## src/sv/mpfb_pkg.sv

```systemverilog
`default_nettype none

package mpfb_pkg;

    localparam int DISPLAY_WIDTH  = 128;
    localparam int DISPLAY_HEIGHT = 64;
    localparam int PAGE_ROWS      = 8;
    localparam int ROW_W          = $clog2(PAGE_ROWS);
    localparam int PAGE_COUNT     = (DISPLAY_HEIGHT + PAGE_ROWS - 1) / PAGE_ROWS;
    localparam int STORE_BYTES    = DISPLAY_WIDTH * PAGE_COUNT;
    localparam int ADDR_W         = $clog2(STORE_BYTES);
    localparam int FIELD_W        = 12;
    // corners of an outline reach twice the field range
    localparam int COORD_W        = FIELD_W + 2;
    localparam int ERR_W          = COORD_W + 3;

    typedef logic signed [COORD_W-1:0] coord_t;
    typedef logic signed [ERR_W-1:0]   err_t;
    typedef logic [ADDR_W-1:0]         addr_t;

    typedef enum logic [2:0] {
        REQ_CLEAR     = 3'd0,
        REQ_SET_PIXEL = 3'd1,
        REQ_CLR_PIXEL = 3'd2,
        REQ_LINE      = 3'd3,
        REQ_RECT      = 3'd4,
        REQ_FILL      = 3'd5,
        REQ_READ      = 3'd6
    } req_e;

    typedef enum logic [3:0] {
        ST_CLEAR,
        ST_IDLE,
        ST_DISPATCH,
        ST_SEG_LOAD,
        ST_LINE_RD,
        ST_LINE_WR,
        ST_FILL_RD,
        ST_FILL_WR,
        ST_READ_WAIT,
        ST_RESP
    } state_e;

    typedef struct packed {
        logic [2:0]                req_type;
        logic signed [FIELD_W-1:0] x_start;
        logic signed [FIELD_W-1:0] y_start;
        logic signed [FIELD_W-1:0] x_end;
        logic signed [FIELD_W-1:0] y_end;
        logic signed [FIELD_W-1:0] rect_width;
        logic signed [FIELD_W-1:0] rect_height;
    } req_item_t;

    typedef struct packed {
        logic       done_res;
        logic [7:0] read_byte;
    } res_item_t;

    typedef struct packed {
        coord_t ax;
        coord_t ay;
        coord_t bx;
        coord_t by;
    } line_seg_t;

    typedef struct packed {
        logic      load;
        logic      step;
        line_seg_t seg;
    } walk_ctl_t;

    typedef struct packed {
        coord_t x;
        coord_t y;
        logic   last;
    } walk_pos_t;

    function automatic logic on_display(coord_t x, coord_t y);
        return (x >= 0) && (x < coord_t'(DISPLAY_WIDTH))
            && (y >= 0) && (y < coord_t'(DISPLAY_HEIGHT));
    endfunction

    function automatic addr_t page_addr(coord_t x, coord_t page);
        addr_t xa;
        addr_t pa;
        xa = ADDR_W'(unsigned'(x));
        pa = ADDR_W'(unsigned'(page));
        return xa + pa * ADDR_W'(DISPLAY_WIDTH);
    endfunction

    function automatic addr_t pix_addr(coord_t x, coord_t y);
        return page_addr(x, y >>> ROW_W);
    endfunction

endpackage

`default_nettype wire

```

## src/sv/mpfb_walk.sv

```systemverilog
`default_nettype none

module mpfb_walk
    import mpfb_pkg::*;
(
    input  logic      clk,
    input  walk_ctl_t ctl,
    output walk_pos_t pos
);

    coord_t ax_reg, ay_reg, bx_reg, by_reg;
    coord_t ax_next, ay_next;
    err_t   dx_reg, dy_reg, err_reg;
    err_t   err_next;
    logic   sx_neg_reg, sy_neg_reg;

    err_t   ddx, ddy, ldx, ldy;
    err_t   e2;
    logic   move_x, move_y;

    always_comb
    begin
        ddx = err_t'(ctl.seg.bx) - err_t'(ctl.seg.ax);
        ddy = err_t'(ctl.seg.by) - err_t'(ctl.seg.ay);
        ldx = (ddx < 0) ? -ddx : ddx;
        ldy = (ddy < 0) ? -ddy : ddy;

        e2     = err_reg <<< 1;
        move_x = e2 > -dy_reg;
        move_y = e2 < dx_reg;

        err_next = err_reg;
        ax_next  = ax_reg;
        ay_next  = ay_reg;
        if (move_x)
        begin
            ax_next = ax_reg + (sx_neg_reg ? coord_t'(-1) : coord_t'(1));
        end
        if (move_y)
        begin
            ay_next = ay_reg + (sy_neg_reg ? coord_t'(-1) : coord_t'(1));
        end
        // both error corrections may apply in the same step
        err_next = err_reg - (move_x ? dy_reg : err_t'(0)) + (move_y ? dx_reg : err_t'(0));
    end

    always_ff @(posedge clk)
    begin
        if (ctl.load)
        begin
            ax_reg     <= ctl.seg.ax;
            ay_reg     <= ctl.seg.ay;
            bx_reg     <= ctl.seg.bx;
            by_reg     <= ctl.seg.by;
            dx_reg     <= ldx;
            dy_reg     <= ldy;
            err_reg    <= ldx - ldy;
            sx_neg_reg <= !(ctl.seg.ax < ctl.seg.bx);
            sy_neg_reg <= !(ctl.seg.ay < ctl.seg.by);
        end
        else if (ctl.step)
        begin
            ax_reg  <= ax_next;
            ay_reg  <= ay_next;
            err_reg <= err_next;
        end
    end

    assign pos.x    = ax_reg;
    assign pos.y    = ay_reg;
    assign pos.last = (ax_reg == bx_reg) && (ay_reg == by_reg);

endmodule

`default_nettype wire

```

## config.mk

```make
export PLATFORM = sky130hd
export DESIGN_NAME = mpfb_walk
export DESIGN_NICKNAME = d
export VERILOG_FILES = /design/src/sv/mpfb_pkg.sv /design/src/sv/mpfb_walk.sv
export SDC_FILE = /design/constraint.sdc
export NUM_CORES = 1
export LEC_CHECK = 0
export BUFFER_PORTS_ARGS = -buffer_cell sky130_fd_sc_hd__buf_2
export CAP_MARGIN = 20
export CORE_ASPECT_RATIO = 2
export CORE_MARGIN = 10
export CORE_UTILIZATION = 50
export CTS_CLUSTER_DIAMETER = 150
export CTS_CLUSTER_SIZE = 12
export DETAILED_ROUTE_END_ITERATION = 12
export GPL_TIMING_DRIVEN = 0
export PLACE_DENSITY = 0.79
export SLEW_MARGIN = 20
export SYNTH_ARGS = -nofsm -noshare
export SYNTH_HDL_FRONTEND = slang
export SYNTH_SLANG_ARGS = --single-unit
```

## constraint.sdc

```tcl
create_clock -name clk -period 5.7 [get_ports clk]
set_clock_uncertainty 0.05 [all_clocks]
set_input_delay 0.285 -clock clk [delete_from_list [all_inputs] [get_ports clk]]
set_output_delay 0.285 -clock clk [all_outputs]
set_load 0.02 [all_outputs]
```

==> Word-level counts from Yosys, hierarchy flattened <==
Index checks and enable logic that the tools add are counted.
{ "word_totals": {"mem_count": 0, "regBits": 109, "in_bits": 59, "out_inout_bits": 29, "romBits": 0, "elab_cells": 49, "latch_bits": 0, "mem_bits_rw": 0} }
{ "classes": {"muxes": 14, "mul": 0, "n_bitwise": 0, "order_cmp": 6, "div": 0, "shift": 0, "n_reduce_logical": 8, "eq_ne": 2, "addsub": 10} }
{ "op_table": {"columns": ["operator", "count"], "rows": [
  ["$mux 14", 8],
  ["$mux 17", 6],
  ["$neg 15->17", 2],
  ["$sub 17x17->17", 2],
  ["$lt 15x1->1 const B", 2],
  ["$sub 14x14->15", 2],
  ["$add 14x14->14", 2],
  ["$eq 14x14->1", 2],
  ["$lt 14x14->1", 2],
  ["$add 17x17->17", 1],
  ["$gt 17x17->1", 1],
  ["$lt 17x17->1", 1],
  ["$neg 17->17", 1],
  ["$reduce_bool 2->1", 3],
  ["$reduce_and 2->1", 2],
  ["$logic_not 1->1", 2],
  ["$logic_and 1x1->1", 1]
]} }

==> Depth between registers and ports, before layout <==
{ "depth": {"word_depth": 7, "mapped_depth": 26, "ltp_nobuf": 26} }

==> Worst setup path before layout <==
OpenSTA, ideal clock, no wires.
{ "synth_timing": {"kind": "register to register", "start": "register dy_reg[2]", "end": "register err_reg[15] (data pin)", "slack_ps": 71, "period_less_slack_ps": 5629, "path_stages_with_launch": 25, "arrival_ps": 5323, "setup_time_ps": 256, "path_cell_list": "edfxtp_1 nor2_1 nand2_1 nor3_1 nand3_1 nor3_1 xor2_1 ha_1 a21o_1 a2111o_1 a21oi_1 and2_1 nor2_1 and2_1 fa_1 inv_1 ha_1 a211oi_1 o21ai_0 a2111o_1 a31oi_1 o21a_1 o21ai_0 xnor2_1 a22o_1"} }
{ "synth_via": {"elab_chain_cells": 7} }
{ "synth_lines": {"columns": ["element", "line_no", "source"], "rows": [
  ["start: declaration", "mpfb_walk.sv:13", "err_t dx_reg, dy_reg, err_reg;"],
  ["start signal: assignment", "mpfb_walk.sv:56", "dy_reg <= ldy;"],
  ["$neg 17->17", "mpfb_walk.sv:29", "move_x = e2 > -dy_reg;"],
  ["$gt 17x17->1", "mpfb_walk.sv:29", null],
  ["$mux 17 *", "mpfb_walk.sv:44", "err_next = err_reg - (move_x ? dy_reg : err_t'(0)) + (move_y ? dx_reg : err_t'(0));"],
  ["$sub 17x17->17 *", "mpfb_walk.sv:44", null],
  ["$add 17x17->17 *", "mpfb_walk.sv:44", null],
  ["$mux 17 *", "mpfb_walk.sv:61", "else if (ctl.step)"],
  ["$mux 17 *", "mpfb_walk.sv:49", "if (ctl.load)"],
  ["end signal: assignment", "mpfb_walk.sv:57", "err_reg <= ldx - ldy;"],
  ["end signal: assignment", "mpfb_walk.sv:65", "err_reg <= err_next;"],
  ["end: declaration", "mpfb_walk.sv:13", null]
]} }
Every way passes the cells marked *; elsewhere a longest branch is shown, timed or not. The select of a mux whose other input is x is not followed.
A chain may end at the register's enable or synchronous reset.

==> Final worst setup path <==
Same ends and word-level chain as after synthesis.

==> results.ini <==
[route]
route.detailed.drc=0
drtIter0Drc=455
first_pass_iters=5
avgRoutedWirePerCell_um=20.0
post_drt_via_cell_ratio=5.89
via_count=8933
ant_nets=0
totalWireLength_um=30400

[synth]
synthArstFlopShare_pct=0
seq_area_frac_synth_pct=31.5
syn_inst=1125
synthFlopType=edfxtp_1
synth_common_cells=inv_1, ha_1, nand2_1, edfxtp_1, o21ai_0
synth_cell_types=78
synth.area.top_cells=edfxtp_1, ha_1, xnor2_1, xor2_1, inv_1
synth.top_cell.area_share_pct=31.5
synth_edf_count=108
yosysWarnings=0
synth.most_common_cell=inv_1
synth_area_mm2=0.0103
synth_area_leader_cell=edfxtp_1
avgSynthCellArea_um2=9.15
synth-seq-cells=108

[placement]
gp_congestion=0.973
dp_hpwl_um=24300
io_buffers=87
dpl.cell_count=1482

[finish]
stdcell_count=1517
fin_nets=1445
drive_gt1_share_pct=14.8
diodes=0
syn_to_final_growth_pct=14.8

[global_routing]
track_usage_pct=22.6
antenna_found_initial=0
grt_pass1_wl_um=47800
grt_overflow=0
grt_pass1_vias=9517
grt_max_degree=58

[floorplan]
initial_core_util_pct=50.5
core_area_mm2=0.0204
dieArea_mm2=0.0271
dieHeight_um=223
io_pins=88
rows=74
die_x_um=121

[clock_tree]
ctsHoldBuffers=0
clock_path_buffers=2
htree_levels=3
cts_sinks=108
cts_buffers=9
root_buffer=clkbuf_16
cts_tree=yes
clk_pin_slew_ns=0.07
insertion_delay_ns=0.37

[flow_run]
drv_cap=0

[setup_path]
setup.worst_path.start_class=flip-flop
cp_max_fo=7
crit_type=flip-flop to flip-flop
timing.reg2reg.setup_slack_ns=-0.03
critical_path_required_ns=5.78
setup.worst_path.end_class=flip-flop
worstPathArrival_ns=5.80

[pwr]
power_density_mw_per_mm2=650
p_leak_uw=0.00518
vdd_drop_max_mv=0.306

[timing]
worst_pin_slew_ns=1.02
max-slew-margin-rel_pct=31.7
fin_crit_sh_pct=100
hold_viol_final=0
tns_ns=-0.0275
slew_viol_final=0
worst_slack_ns=-0.0275
max_freq_mhz=175
rsz0062_at_grt=yes
finalSetupViolations=1
fin_crit_ns=5.73

[run_status]
violations=setup timing
status=complete, but fails checks

[hold_path]
hp-class=input port to flip-flop

==> path summary, 6_finish.rpt <==
path,cells after the start,end,start
max,25,err_reg[15],dy_reg[2]
min,1,by_reg[0],ctl[0]
max reg2reg,25,err_reg[15],dy_reg[2]
min reg2reg,1,ay_reg[0],ay_reg[0]
==> kinds of logic (layout without fill, tap and decap cells) <==
group,Yosys count,in the layout,share of synthesized area (%)
compound gates,281,281,17.8
buf+inv,146,269,5.58
simple gates,309,309,14.5
xor+xnor,135,135,11.6
mux,5,5,0.486
flops,108,108,31.5
fa+ha+maj,140,140,18.5
other cells,1,4,0.0364
==> timing repair <==
| item | in CTS | in global routing |
|---|---|---|
| pin swaps | 15 | 20 |
| setup buffers | 8 | 12 |
| cloned | 0 | 0 |
| endpoints found under the setup margin | 10 | 8 |
| gates resized for setup | 28 | 33 |
==> routing by layer <==
metal | share of wire, % | wire length (µm) | GRT usage [%] | up-vias
met1 | 31 | 9550 | 19.5 | 4216
met4 | 10 | 3140 | 20.5 | 0
met5 | 0 | 0 | 0 | -
met3 | 3.8 | 1140 | 2.99 | 152
li1 | - | - | - | 4272
met2 | 54 | 16500 | 42.6 | 293
==> cell type report <==
type / instances / area, µm²
Fill cell: 1802 / 8550
Tap cell: 266 / 333
Timing Repair Buffer: 108 / 619
Clock buffer: 10 / 229
Sequential cell: 108 / 3240
Inverter: 128 / 480
Buffer: 17 / 92.6
Multi-Input combinational cell: 874 / 6740
Clock inverter: 6 / 78.8
==> through the flow <==
step                      utilization [%]  power (µW)  cell area [µm²]  hold slack [ns]  setup WS (ns)
final                                58.0        7680            11800           0.0584        -0.0275
after global routing                 58.0        8370            11800           0.0506         -0.126
after CTS                            56.8        7230            11600           0.0466        -0.0162
after detailed placement             54.5        6290            11100            0.436          -1.03
after global placement               54.4        6150            11100            0.429         -0.938
after floorplan                         -        5080            10300            0.334         0.0710
==> power breakdown <==
group / switching (µW) / leakage, µW / internal (µW)
logic: 3140 / 0.00395 / 2370
registers: 257 / 0.00107 / 1250
clock network: 290 / 0.000154 / 381
==> critical path, stage by stage (launching register included) <==
cell and delay [ns]:
edfxtp_1 0.46, nor2_4 0.19, nand2_2 0.10, nor3_4 0.17, buf_6 0.14, nand2_4 0.06, o41ai_2 0.23, nand2_1 0.14
ha_4 0.29, nand4_1 0.15, nor4_2 0.33, a21oi_2 0.12, and2_4 0.19, nor2_4 0.22, and2_4 0.18, fa_1 0.46
inv_2 0.10, ha_4 0.21, a211oi_4 0.29, o21ai_2 0.09, a2111o_1 0.45, a31oi_4 0.19, o21a_1 0.23, o21ai_2 0.08
xnor2_1 0.12, a22o_1 0.23
==> layout by cell type, fill, tap and decap left out, types with 16 or more instances in the layout <==
cell,instances
inv_1,126
buf_2,86
ha_1,116
nand2_1,107
xor2_1,63
xnor2_1,71
a21oi_1,66
buf_4,21
o21ai_0,66
a21o_1,17
nand3_1,16
edfxtp_1,108
and2_1,18
nor2_1,54
fa_1,19
nor3_1,19
Power figures use the tool's default switching activity.
